[src/rtl/ddp_seg_pkg.sv]
package ddp_seg_pkg;

  localparam logic [7:0]  CtrlTagged     = 8'h81;
  localparam logic [7:0]  CtrlUntagged   = 8'h01;
  localparam logic [7:0]  CtrlLast       = 8'h40;
  localparam logic [4:0]  TaggedHdrLen   = 5'd14;
  localparam logic [4:0]  UntaggedHdrLen = 5'd18;
  localparam int unsigned HdrMaxBytes    = 18;
  localparam logic [15:0] MaxUlpduReset  = 16'd1024;

  // One framed item: optional header, then the payload byte.
  typedef struct packed {
    logic                             emits;
    logic [4:0]                       hdr_len;  // 0 when no header goes out
    logic [HdrMaxBytes-1:0][7:0]      hdr;      // element 0 goes out first
    logic [7:0]                       data;
    logic                             seg_end;
  } job_t;

endpackage

[src/rtl/ddp_seg_ctrl.sv]
module ddp_seg_ctrl
  import ddp_seg_pkg::*;
(
  input  logic        clk_i,
  input  logic        rst_ni,
  input  logic        cfg_we_i,
  input  logic [15:0] cfg_max_ulpdu_bytes_i,
  input  logic        accept_i,
  input  logic        cmd_i,
  input  logic [7:0]  data_byte_i,
  input  logic        message_start_i,
  input  logic [31:0] message_length_i,
  input  logic [31:0] steering_tag_i,
  input  logic [63:0] start_offset_i,
  input  logic [39:0] reserved_ulp_i,
  input  logic [31:0] queue_number_i,
  input  logic [31:0] message_seq_i,
  output job_t        job_o
);

  logic [15:0] max_ulpdu_q;
  logic        mode_tagged_q;
  logic [31:0] bytes_remaining_q;
  logic [15:0] segment_bytes_left_q;
  logic [63:0] running_offset_q;
  logic [31:0] latched_stag_q;
  logic [39:0] latched_reserved_q;
  logic [31:0] latched_queue_q;
  logic [31:0] latched_seq_q;

  logic        eff_tagged;
  logic [31:0] eff_rem;
  logic [15:0] eff_seg;
  logic [63:0] eff_off;
  logic [31:0] eff_stag;
  logic [39:0] eff_res;
  logic [31:0] eff_queue;
  logic [31:0] eff_seq;
  logic [4:0]  hdr_len;
  logic [15:0] hdr_len_w;
  logic [15:0] cap;
  logic        last;
  logic        need_hdr;
  logic        have;
  logic [15:0] seg_new;
  logic [7:0]  ctrl_byte;

  // Merge the start fields over the held message context.
  always_comb begin
    if (message_start_i) begin
      eff_tagged = cmd_i;
      eff_rem    = message_length_i;
      eff_seg    = '0;
      eff_off    = cmd_i ? start_offset_i : '0;
      eff_stag   = steering_tag_i;
      eff_res    = reserved_ulp_i;
      eff_queue  = queue_number_i;
      eff_seq    = message_seq_i;
    end else begin
      eff_tagged = mode_tagged_q;
      eff_rem    = bytes_remaining_q;
      eff_seg    = segment_bytes_left_q;
      eff_off    = running_offset_q;
      eff_stag   = latched_stag_q;
      eff_res    = latched_reserved_q;
      eff_queue  = latched_queue_q;
      eff_seq    = latched_seq_q;
    end
  end

  assign hdr_len   = eff_tagged ? TaggedHdrLen : UntaggedHdrLen;
  assign hdr_len_w = {11'b0, hdr_len};
  assign cap       = (max_ulpdu_q > hdr_len_w) ? (max_ulpdu_q - hdr_len_w) : 16'd1;
  assign last      = eff_rem <= {16'b0, cap};
  assign need_hdr  = eff_seg == '0;
  assign have      = eff_rem != '0;
  assign seg_new   = need_hdr ? (last ? eff_rem[15:0] : cap) : eff_seg;
  assign ctrl_byte = (eff_tagged ? CtrlTagged : CtrlUntagged) | (last ? CtrlLast : 8'h00);

  always_comb begin
    job_o         = '0;
    job_o.emits   = have;
    job_o.hdr_len = need_hdr ? hdr_len : 5'd0;
    job_o.data    = data_byte_i;
    job_o.seg_end = seg_new == 16'd1;
    job_o.hdr[0]  = ctrl_byte;
    if (eff_tagged) begin
      job_o.hdr[1] = eff_res[7:0];
      for (int i = 0; i < 4; i++) begin
        job_o.hdr[2+i] = eff_stag[8*(3-i) +: 8];
      end
      for (int i = 0; i < 8; i++) begin
        job_o.hdr[6+i] = eff_off[8*(7-i) +: 8];
      end
    end else begin
      for (int i = 0; i < 5; i++) begin
        job_o.hdr[1+i] = eff_res[8*(4-i) +: 8];
      end
      for (int i = 0; i < 4; i++) begin
        job_o.hdr[6+i]  = eff_queue[8*(3-i) +: 8];
        job_o.hdr[10+i] = eff_seq[8*(3-i) +: 8];
        job_o.hdr[14+i] = eff_off[8*(3-i) +: 8];
      end
    end
  end

  always_ff @(posedge clk_i or negedge rst_ni) begin
    if (!rst_ni) begin
      max_ulpdu_q <= MaxUlpduReset;
    end else if (cfg_we_i) begin
      max_ulpdu_q <= cfg_max_ulpdu_bytes_i;
    end
  end

  always_ff @(posedge clk_i or negedge rst_ni) begin
    if (!rst_ni) begin
      mode_tagged_q        <= 1'b0;
      bytes_remaining_q    <= '0;
      segment_bytes_left_q <= '0;
      running_offset_q     <= '0;
      latched_stag_q       <= '0;
      latched_reserved_q   <= '0;
      latched_queue_q      <= '0;
      latched_seq_q        <= '0;
    end else if (accept_i) begin
      mode_tagged_q      <= eff_tagged;
      latched_stag_q     <= eff_stag;
      latched_reserved_q <= eff_res;
      latched_queue_q    <= eff_queue;
      latched_seq_q      <= eff_seq;
      if (have) begin
        bytes_remaining_q    <= eff_rem - 32'd1;
        segment_bytes_left_q <= seg_new - 16'd1;
        running_offset_q     <= eff_off + 64'd1;
      end else begin
        bytes_remaining_q    <= eff_rem;
        segment_bytes_left_q <= eff_seg;
        running_offset_q     <= eff_off;
      end
    end
  end

endmodule

[src/rtl/ddp_seg_emit.sv]
module ddp_seg_emit
  import ddp_seg_pkg::*;
(
  input  logic       clk_i,
  input  logic       rst_ni,
  input  logic       in_valid_i,
  output logic       in_ready_o,
  input  job_t       job_i,
  output logic       out_valid_o,
  input  logic       out_ready_i,
  output logic [7:0] out_byte_o,
  output logic       is_header_o,
  output logic       segment_end_o,
  output logic       run_end_o
);

  logic       job_valid_q;
  job_t       job_q;
  logic [4:0] idx_q;
  logic       cur_hdr;
  logic       load;

  assign cur_hdr    = idx_q < job_q.hdr_len;
  assign in_ready_o = !job_valid_q || (out_ready_i && !cur_hdr);
  assign load       = in_valid_i && in_ready_o;

  assign out_valid_o   = job_valid_q;
  assign out_byte_o    = cur_hdr ? job_q.hdr[idx_q] : job_q.data;
  assign is_header_o   = cur_hdr;
  assign segment_end_o = !cur_hdr && job_q.seg_end;
  assign run_end_o     = !cur_hdr;

  always_ff @(posedge clk_i or negedge rst_ni) begin
    if (!rst_ni) begin
      job_valid_q <= 1'b0;
      idx_q       <= '0;
    end else if (load) begin
      job_valid_q <= job_i.emits;
      idx_q       <= '0;
    end else if (job_valid_q && out_ready_i) begin
      // advance through the header; the payload byte retires the job
      if (cur_hdr) begin
        idx_q <= idx_q + 5'd1;
      end else begin
        job_valid_q <= 1'b0;
      end
    end
  end

  always_ff @(posedge clk_i) begin
    if (load) begin
      job_q <= job_i;
    end
  end

endmodule

[src/rtl/ddp_segment_framer.sv]
// Channel | Direction | Handshake             | Payload
// in      | input     | in_valid/in_ready     | cmd, data_byte, message_start, message_length,
//         |           |                       | steering_tag, start_offset, reserved_ulp,
//         |           |                       | queue_number, message_seq
// out     | output    | out_valid/out_ready   | out_byte, is_header, segment_end, run_end
// cfg     | input     | cfg_valid/cfg_ready   | cfg_max_ulpdu_bytes (always ready)
//
// A payload byte inside a segment goes out alone; a byte that opens a segment follows
// 14 header bytes (tagged) or 18 header bytes (untagged), sent by the one-byte-per-cycle
// output serializer while out is not stalled. Transactions that produce nothing send no byte.
// A new transaction is taken in the same cycle the previous job's payload byte leaves.
// Reset returns the segment size register to 1024 and clears all message context.
// A stall on out holds the current byte and, once the job register is busy, stalls in.
module ddp_segment_framer
  import ddp_seg_pkg::*;
(
  input  logic        clk_i,
  input  logic        rst_ni,
  input  logic        cfg_valid_i,
  output logic        cfg_ready_o,
  input  logic [15:0] cfg_max_ulpdu_bytes_i,
  input  logic        in_valid_i,
  output logic        in_ready_o,
  input  logic        cmd_i,
  input  logic [7:0]  data_byte_i,
  input  logic        message_start_i,
  input  logic [31:0] message_length_i,
  input  logic [31:0] steering_tag_i,
  input  logic [63:0] start_offset_i,
  input  logic [39:0] reserved_ulp_i,
  input  logic [31:0] queue_number_i,
  input  logic [31:0] message_seq_i,
  output logic        out_valid_o,
  input  logic        out_ready_i,
  output logic [7:0]  out_byte_o,
  output logic        is_header_o,
  output logic        segment_end_o,
  output logic        run_end_o
);

  job_t job;
  logic in_accept;

  // Config writes land at once; software must write only while the block is idle (not enforced here).
  assign cfg_ready_o = 1'b1;
  assign in_accept   = in_valid_i && in_ready_o;

  // Segment state, header assembly and the next job, all from one input transaction.
  ddp_seg_ctrl u_ctrl (
    .clk_i                 (clk_i),
    .rst_ni                (rst_ni),
    .cfg_we_i              (cfg_valid_i),
    .cfg_max_ulpdu_bytes_i (cfg_max_ulpdu_bytes_i),
    .accept_i              (in_accept),
    .cmd_i                 (cmd_i),
    .data_byte_i           (data_byte_i),
    .message_start_i       (message_start_i),
    .message_length_i      (message_length_i),
    .steering_tag_i        (steering_tag_i),
    .start_offset_i        (start_offset_i),
    .reserved_ulp_i        (reserved_ulp_i),
    .queue_number_i        (queue_number_i),
    .message_seq_i         (message_seq_i),
    .job_o                 (job)
  );

  // Job register and byte serializer: header bytes first, then the payload byte.
  ddp_seg_emit u_emit (
    .clk_i         (clk_i),
    .rst_ni        (rst_ni),
    .in_valid_i    (in_valid_i),
    .in_ready_o    (in_ready_o),
    .job_i         (job),
    .out_valid_o   (out_valid_o),
    .out_ready_i   (out_ready_i),
    .out_byte_o    (out_byte_o),
    .is_header_o   (is_header_o),
    .segment_end_o (segment_end_o),
    .run_end_o     (run_end_o)
  );

endmodule

[config.mk]
export PLATFORM = sky130hd
export DESIGN_NAME = ddp_segment_framer
export DESIGN_NICKNAME = d
export VERILOG_FILES = /design/src/rtl/ddp_seg_pkg.sv /design/src/rtl/ddp_seg_ctrl.sv /design/src/rtl/ddp_seg_emit.sv /design/src/rtl/ddp_segment_framer.sv
export SDC_FILE = /design/constraint.sdc
export NUM_CORES = 1
export LEC_CHECK = 0
export BUFFER_PORTS_ARGS = -buffer_cell sky130_fd_sc_hd__buf_2
export CORE_MARGIN = 2
export CORE_UTILIZATION = 40
export CTS_CLUSTER_DIAMETER = 120
export DETAILED_ROUTE_END_ITERATION = 6
export PLACE_DENSITY = 0.56
export SYNTH_ARGS = -nofsm -noshare
export SYNTH_HDL_FRONTEND = slang
export SYNTH_SLANG_ARGS = --single-unit
export TNS_END_PERCENT = 10
[constraint.sdc]
create_clock -name clk_i -period 6.45 [get_ports clk_i]
set_input_delay 1.29 -clock clk_i [delete_from_list [all_inputs] [get_ports clk_i]]
set_output_delay 1.29 -clock clk_i [all_outputs]
set_load 0.01 [all_outputs]
Word-level counts from Yosys, hierarchy flattened
Index checks and enable logic that the tools add are counted.
Widths: inputs -> output; s select.
{ "classes": {"add_sub_neg": 5, "n_lt_le_gt_ge": 4, "eq_ne": 2, "muxes": 28, "bitwise_logic": 1, "n_reduce_logical": 13} }
{ "ops": {"columns": ["operator", "count"], "rows": [
  ["$mux 64", 3],
  ["$mux 32", 5],
  ["$mux 104", 1],
  ["$mux 16", 5],
  ["$add 64x1->64 const B", 1],
  ["$bmux 8 s5", 1],
  ["$mux 40", 1],
  ["$le 32x16->1", 1],
  ["$reduce_bool 32->1", 1],
  ["$sub 32x1->32 const B", 1],
  ["$mux 8", 3],
  ["$mux 5", 4],
  ["$eq 16x1->1 const B", 1],
  ["$gt 16x5->1", 1],
  ["$logic_not 16->1", 1],
  ["$sub 16x1->16 const B", 1],
  ["$sub 16x5->16", 1],
  ["$or 8x8->8", 1],
  ["$mux 7", 1],
  ["$lt 5x6->1 const B", 1],
  ["$add 5x1->5 const B", 1],
  ["$lt 5x5->1", 1],
  ["$logic_and 1x1->1", 4],
  ["$mux 1", 4],
  ["5 further kinds", 8]
]} }
{ "word_totals": {"register_bits": 429, "output_inout_bits": 14} }

Longest topological paths before layout
{ "depth": {"word_depth": 9, "ltp_mapped": 32} }

By module
From an unflattened synthesis, not the netlist that was laid out.
{ "unflattened": {"cells_unflattened": 2233, "area_unflattened_um2": 24622.4} }
{ "modules_own_cells": {"columns": ["mod", "instances", "cells_each", "area_per_inst_um2", "seq_area_each_um2"], "rows": [
  ["ddp_seg_ctrl", 1, 1880, 18099.9, 6632.6],
  ["ddp_seg_emit", 1, 350, 6505.0, 4894.7],
  ["ddp_segment_framer", 1, 3, 17.5, 0.0]
]} }

Least setup slack after synthesis
OpenSTA, ideal clock, no wires.
{ "synth_timing": {"path_kind": "input -> register", "from": "input message_start_i", "to": "register u_ctrl.segment_bytes_left_q[15]", "arrival_time_ps": 7256, "required_ps": 6328, "slack_ps": -928, "cell_stages": 30, "path_buffers": 11, "cell_sequence": "buf_4 > inv_2 > buf_6 > buf_2 > buf_2 > buf_1 > buf_2 > a21oi_1 > inv_2 > clkbuf_1 > clkbuf_1 > ha_1 > clkbuf_1 > o21ai_1 > o21a_1 > o21ai_2 > buf_2 > nand2_1 > ha_1 > nand4_1 > nor4_1 > a21boi_1 > o31ai_2 > buf_2 > a21oi_1 > o22a_1 > nor3_4 > nand4_1 > or3_1 > a32o_1"} }
{ "synth_via": {"elab_chain_len": 9, "elab_cells_between_ends": 14, "classes_between": "add/sub (2); order compare (2); mux (8); reduce/logical (2)"} }
{ "synth_rtl": {"columns": ["item", "line_no", "text"], "rows": [
  ["start, declared", "ddp_segment_framer.sv:26", "input logic message_start_i,"],
  ["$mux 1", "ddp_seg_ctrl.sv:50", "if (message_start_i) begin"],
  ["$mux 5", "ddp_seg_ctrl.sv:71", "assign hdr_len = eff_tagged ? TaggedHdrLen : UntaggedHdrLen;"],
  ["$sub 16x5->16 or $gt 16x5->1 (tied branches)", "ddp_seg_ctrl.sv:73", "assign cap = (max_ulpdu_q > hdr_len_w) ? (max_ulpdu_q - hdr_len_w) : 16'd1;"],
  ["$mux 16", "ddp_seg_ctrl.sv:73", null],
  ["$le 32x16->1", "ddp_seg_ctrl.sv:74", "assign last = eff_rem <= {16'b0, cap};"],
  ["$mux 16 (2 in a row)", "ddp_seg_ctrl.sv:77", "assign seg_new = need_hdr ? (last ? eff_rem[15:0] : cap) : eff_seg;"],
  ["$sub 16x1->16", "ddp_seg_ctrl.sv:133", "segment_bytes_left_q <= seg_new - 16'd1;"],
  ["$mux 16 (*)", "ddp_seg_ctrl.sv:131", "if (have) begin"],
  ["end signal, assigned", "ddp_seg_ctrl.sv:133", null],
  ["end signal, assigned", "ddp_seg_ctrl.sv:137", "segment_bytes_left_q <= eff_seg;"],
  ["end, declared", "ddp_seg_ctrl.sv:24", "logic [15:0] segment_bytes_left_q;"]
]} }
Every way passes the cells marked *; elsewhere a longest branch is shown, timed or not.
A chain may end at the register's enable or synchronous reset.

Worst setup path in the final report
Same ends and word-level chain as after synthesis.

==> impl_metrics.yaml <==
hold_path:
  hold_class: "flop to flop"
  hp-start: "u_ctrl.running_offset_q[12]"
sta:
  hold_viol_final: 0
  hold_ws_ps: 479.8
  finalSetupViolCount: 0
  rsz0062_at_grt: "false"
  fin_skew_ps: 18.20
  tightest_slew_ps: 1141
  fin_crit_sh: 0.8925
  slew_violations: 0
  fmax_mhz: 173.7
  layout_min_cycle_time_ps: 5757
  finalSetupTns_ps: 0
  slew_headroom: 0.2320
setup_path:
  start_kind: "input pin"
  critical_path_class: "input pin to flop"
  arrival_ps: 6240
  end_kind: "flop"
  path_max_fanout: 14
  startpoint: "message_start_i"
  r2r-start: "u_ctrl.mode_tagged_q"
  required_ps: 6930
clocking:
  clk_path_buf_depth: 3
  root_buffer: "clkbuf_16"
  hold_buffers: 0
  clock_latency_ps: 590
  cts_buffers: 49
  post-cts-setup-buffer-count: 0
  cts_resized: 0
  clk_pin_slew_worst_paths_ps: 60
  cts_num_sinks: 421
  cts_tree: "built"
  htreeDepth: 2
placed_design:
  dpl.hpwl_um: 53410
  gp_congestion: 0.8734
  io_buffer_count: 275
  place_inst: 3138
logic_synthesis:
  synth_mux_area_frac: 0.1384
  synthArstFlopShare: 0.6437
  synth-seq-area-share: 0.4764
  synth_cell_types: 100
  synth_cells: 2190
  synth_fa_ha_area_frac: 0.01510
  synth_fp_nets: 2481
  synth_area_sq_um: 23690
  ys_ff_latch: 421
  synthFlopType: "dfrtp_1"
  synth_warnings: 0
  synth_edf_count: 150
  synth_xor_area_frac: 0.04288
  synth_top_family_by_area: "compound AO/OA/AOI/OAI gates"
  yosys.area_share.simple: 0.1413
  synth_compound_area_frac: 0.1515
  synth.avg_cell_area_sq_um: 10.82
floorplan:
  io_pins: 277
  die_w_um: 247.4
  rows: 89
  initial_core_util: 0.4029
  die-area_sq_um: 61190
  core_area_sq_um: 58800
  die_h_um: 247.4
pwr:
  irDropWorstVdd_v: 0.0002572
  total_power_mw: 11.29
  leakage_nw: 10.94
  power_density_nw_per_um2: 409.8
global_routing:
  grt_pass1_wl_um: 113300
  grt.total_usage: 0.2430
  overflow: 0
  grt_max_degree: 153
  grt_pass1_vias: 18210
  antenna_found_initial: 18
drt:
  wl_per_cell_um: 23.03
  vias_per_cell: 5.648
  wl_um: 74540
  drt_first_pass_iters: 5
  vias: 18280
  drcViolationCount: 0
  first_iter_violations: 1492
  final_antenna_net_count: 0
layout:
  layout-drive-gt1-share: 0.2764
  fillers: 5467
  stdcell_count: 3236
  nNetsFinal: 2707
  area_growth_pct: 16.34
flow_run:
  drv_cap: 0
run_status:
  status: "completed"
==> sequential cells by signal, indices dropped and copies added, names as in the netlist <==
name                         cells
u_emit.job_q                   150
u_ctrl.running_offset_q         64
u_ctrl.latched_reserved_q       40
u_ctrl.bytes_remaining_q        32
u_ctrl.latched_queue_q          32
u_ctrl.latched_seq_q            32
u_ctrl.latched_stag_q           32
u_ctrl.max_ulpdu_q              16
u_ctrl.segment_bytes_left_q     16
u_emit.idx_q                     5
u_ctrl.mode_tagged_q             1
u_emit.out_valid_o               1
==> report_power, final <==
group / switching (mW) / internal (mW)
Sequential: 0.596 / 3.85
Clock: 1.16 / 1.64
Combinational: 2.25 / 1.80
==> cells by family (layout without fill, tap and decap cells) <==
kind of cell | after synthesis | count (layout)
and+or+nand+nor | 616 | 616
AOI/OAI and AO/OA | 558 | 558
DFF | 421 | 421
muxes | 263 | 263
buffers and inverters | 187 | 450
xor gates and xnor gates | 116 | 116
adders and majority gates | 28 | 28
other | 1 | 11
==> cell usage after synthesis (6+ instances only) <==
cell type / count / area [sq um]
a211oi_1: 103 / 773.2
a21o_1: 8 / 60.06
a21oi_1: 154 / 770.7
a22o_1: 9 / 78.83
a22oi_1: 61 / 457.9
a31oi_1: 19 / 118.9
and2_1: 9 / 56.30
and3_1: 7 / 43.79
buf_1: 14 / 52.55
buf_2: 16 / 80.08
clkbuf_1: 111 / 416.7
dfrtp_1: 270 / 6756
edfxtp_1: 150 / 4504
ha_1: 27 / 337.8
inv_1: 27 / 101.4
mux2_2: 163 / 1836
mux2i_1: 63 / 630.6
mux4_2: 35 / 788.3
nand2_1: 173 / 649.4
nand2b_1: 13 / 81.33
nand3_1: 29 / 145.1
nand3b_1: 6 / 45.04
nand4_1: 14 / 87.58
nor2_1: 123 / 461.7
nor2b_1: 114 / 713.2
nor3_1: 31 / 155.2
nor3_2: 6 / 60.06
nor3b_1: 10 / 75.07
nor4_1: 15 / 93.84
o21ai_0: 102 / 510.5
o21ai_1: 35 / 175.2
o22ai_1: 7 / 43.79
o2bb2ai_1: 6 / 52.55
o311ai_1: 8 / 70.07
or3_1: 11 / 68.82
xnor2_1: 60 / 525.5
xor2_1: 56 / 490.5
==> path summary, 6_finish.rpt <==
| kind | endpoint | slack [ps] | cells after the start |
|---|---|---|---|
| setup reg to reg | u_ctrl.segment_bytes_left_q[15] | 1230 | 19 |
| min in group asynchronous | u_ctrl.max_ulpdu_q[8] | 620 | 1 |
| max in group asynchronous | u_ctrl.running_offset_q[34] | 4630 | 2 |
| setup / recovery | u_ctrl.segment_bytes_left_q[15] | 690 | 21 |
| hold reg to reg | u_ctrl.running_offset_q[12] | 480 | 2 |
| hold / removal | u_ctrl.running_offset_q[12] | 480 | 2 |
==> layout make-up <==
type | instances | area, sq um | area share
multi-input combinational | 1582 | 11700 | 0.4246
sequential | 421 | 11290 | 0.4096
timing repair buffer | 329 | 1867 | 0.06773
clock buffer | 68 | 1368 | 0.04962
tap | 773 | 967.2 | 0.03509
clock inverter | 20 | 210.2 | 0.007626
inverter | 33 | 132.6 | 0.004812
antenna | 10 | 25.02 | 0.0009079
==> through the flow <==
step | cell area (sq um) | util | setup slack (ps)
2_1_floorplan | 23880 | - | 24.44
3_3_place_gp | 25960 | 0.4415 | 38.39
3_5_place_dp | 25960 | 0.4415 | 30.77
4_1_cts | 27540 | 0.4684 | 662.9
5_1_grt | 27560 | 0.4687 | 248.4
6_report | 27560 | 0.4688 | 693.1
==> cell usage in the layout, fill, tap and decap left out, drive strengths merged, types with 13 or more instances in the layout <==
cell type  netlist  final
nor2           128    128
a31oi           19     19
nor3b           13     13
mux2           164    164
nor3            38     38
a22oi           64     64
mux4            35     35
mux2i           64     64
dfrtp          270    270
edfxtp         150    150
xnor2           60     60
nor2b          114    114
ha              27     27
nand4           15     15
inv             32     32
nand2b          13     13
xor2            56     56
nand3           31     31
nor4            21     21
nand2          175    175
clkinv           1     16
a21oi          154    154
or3             13     13
a211oi         104    104
buf             43    329
o21ai          138    138
clkbuf         111     68
==> layer usage <==
metal / track usage / wire length [um] / vias to the layer above
li1: - / - / 8548
met1: 0.3367 / 33430 / 9158
met2: 0.3945 / 35400 / 458
met3: 0.03568 / 3830 / 106
met4: 0.07379 / 1830 / 8
met5: 0 / 46 / -
==> worst max-delay path, stage by stage <==
cell and delay [ps]:
buf_8 100, and2_2 200, a21oi_4 320, ha_1 300, a211oi_1 80, buf_4 160
o21a_1 210, o21ai_2 450, nand2_1 190, ha_1 350, nand4_1 170, nor4_2 350
a21boi_2 290, o31ai_4 110, buf_4 210, a32o_1 230, a31o_2 260, nor3_4 180
nand4_1 160, or3_1 380, a32o_1 240
Note: power is estimated with default switching activity, not from simulation.
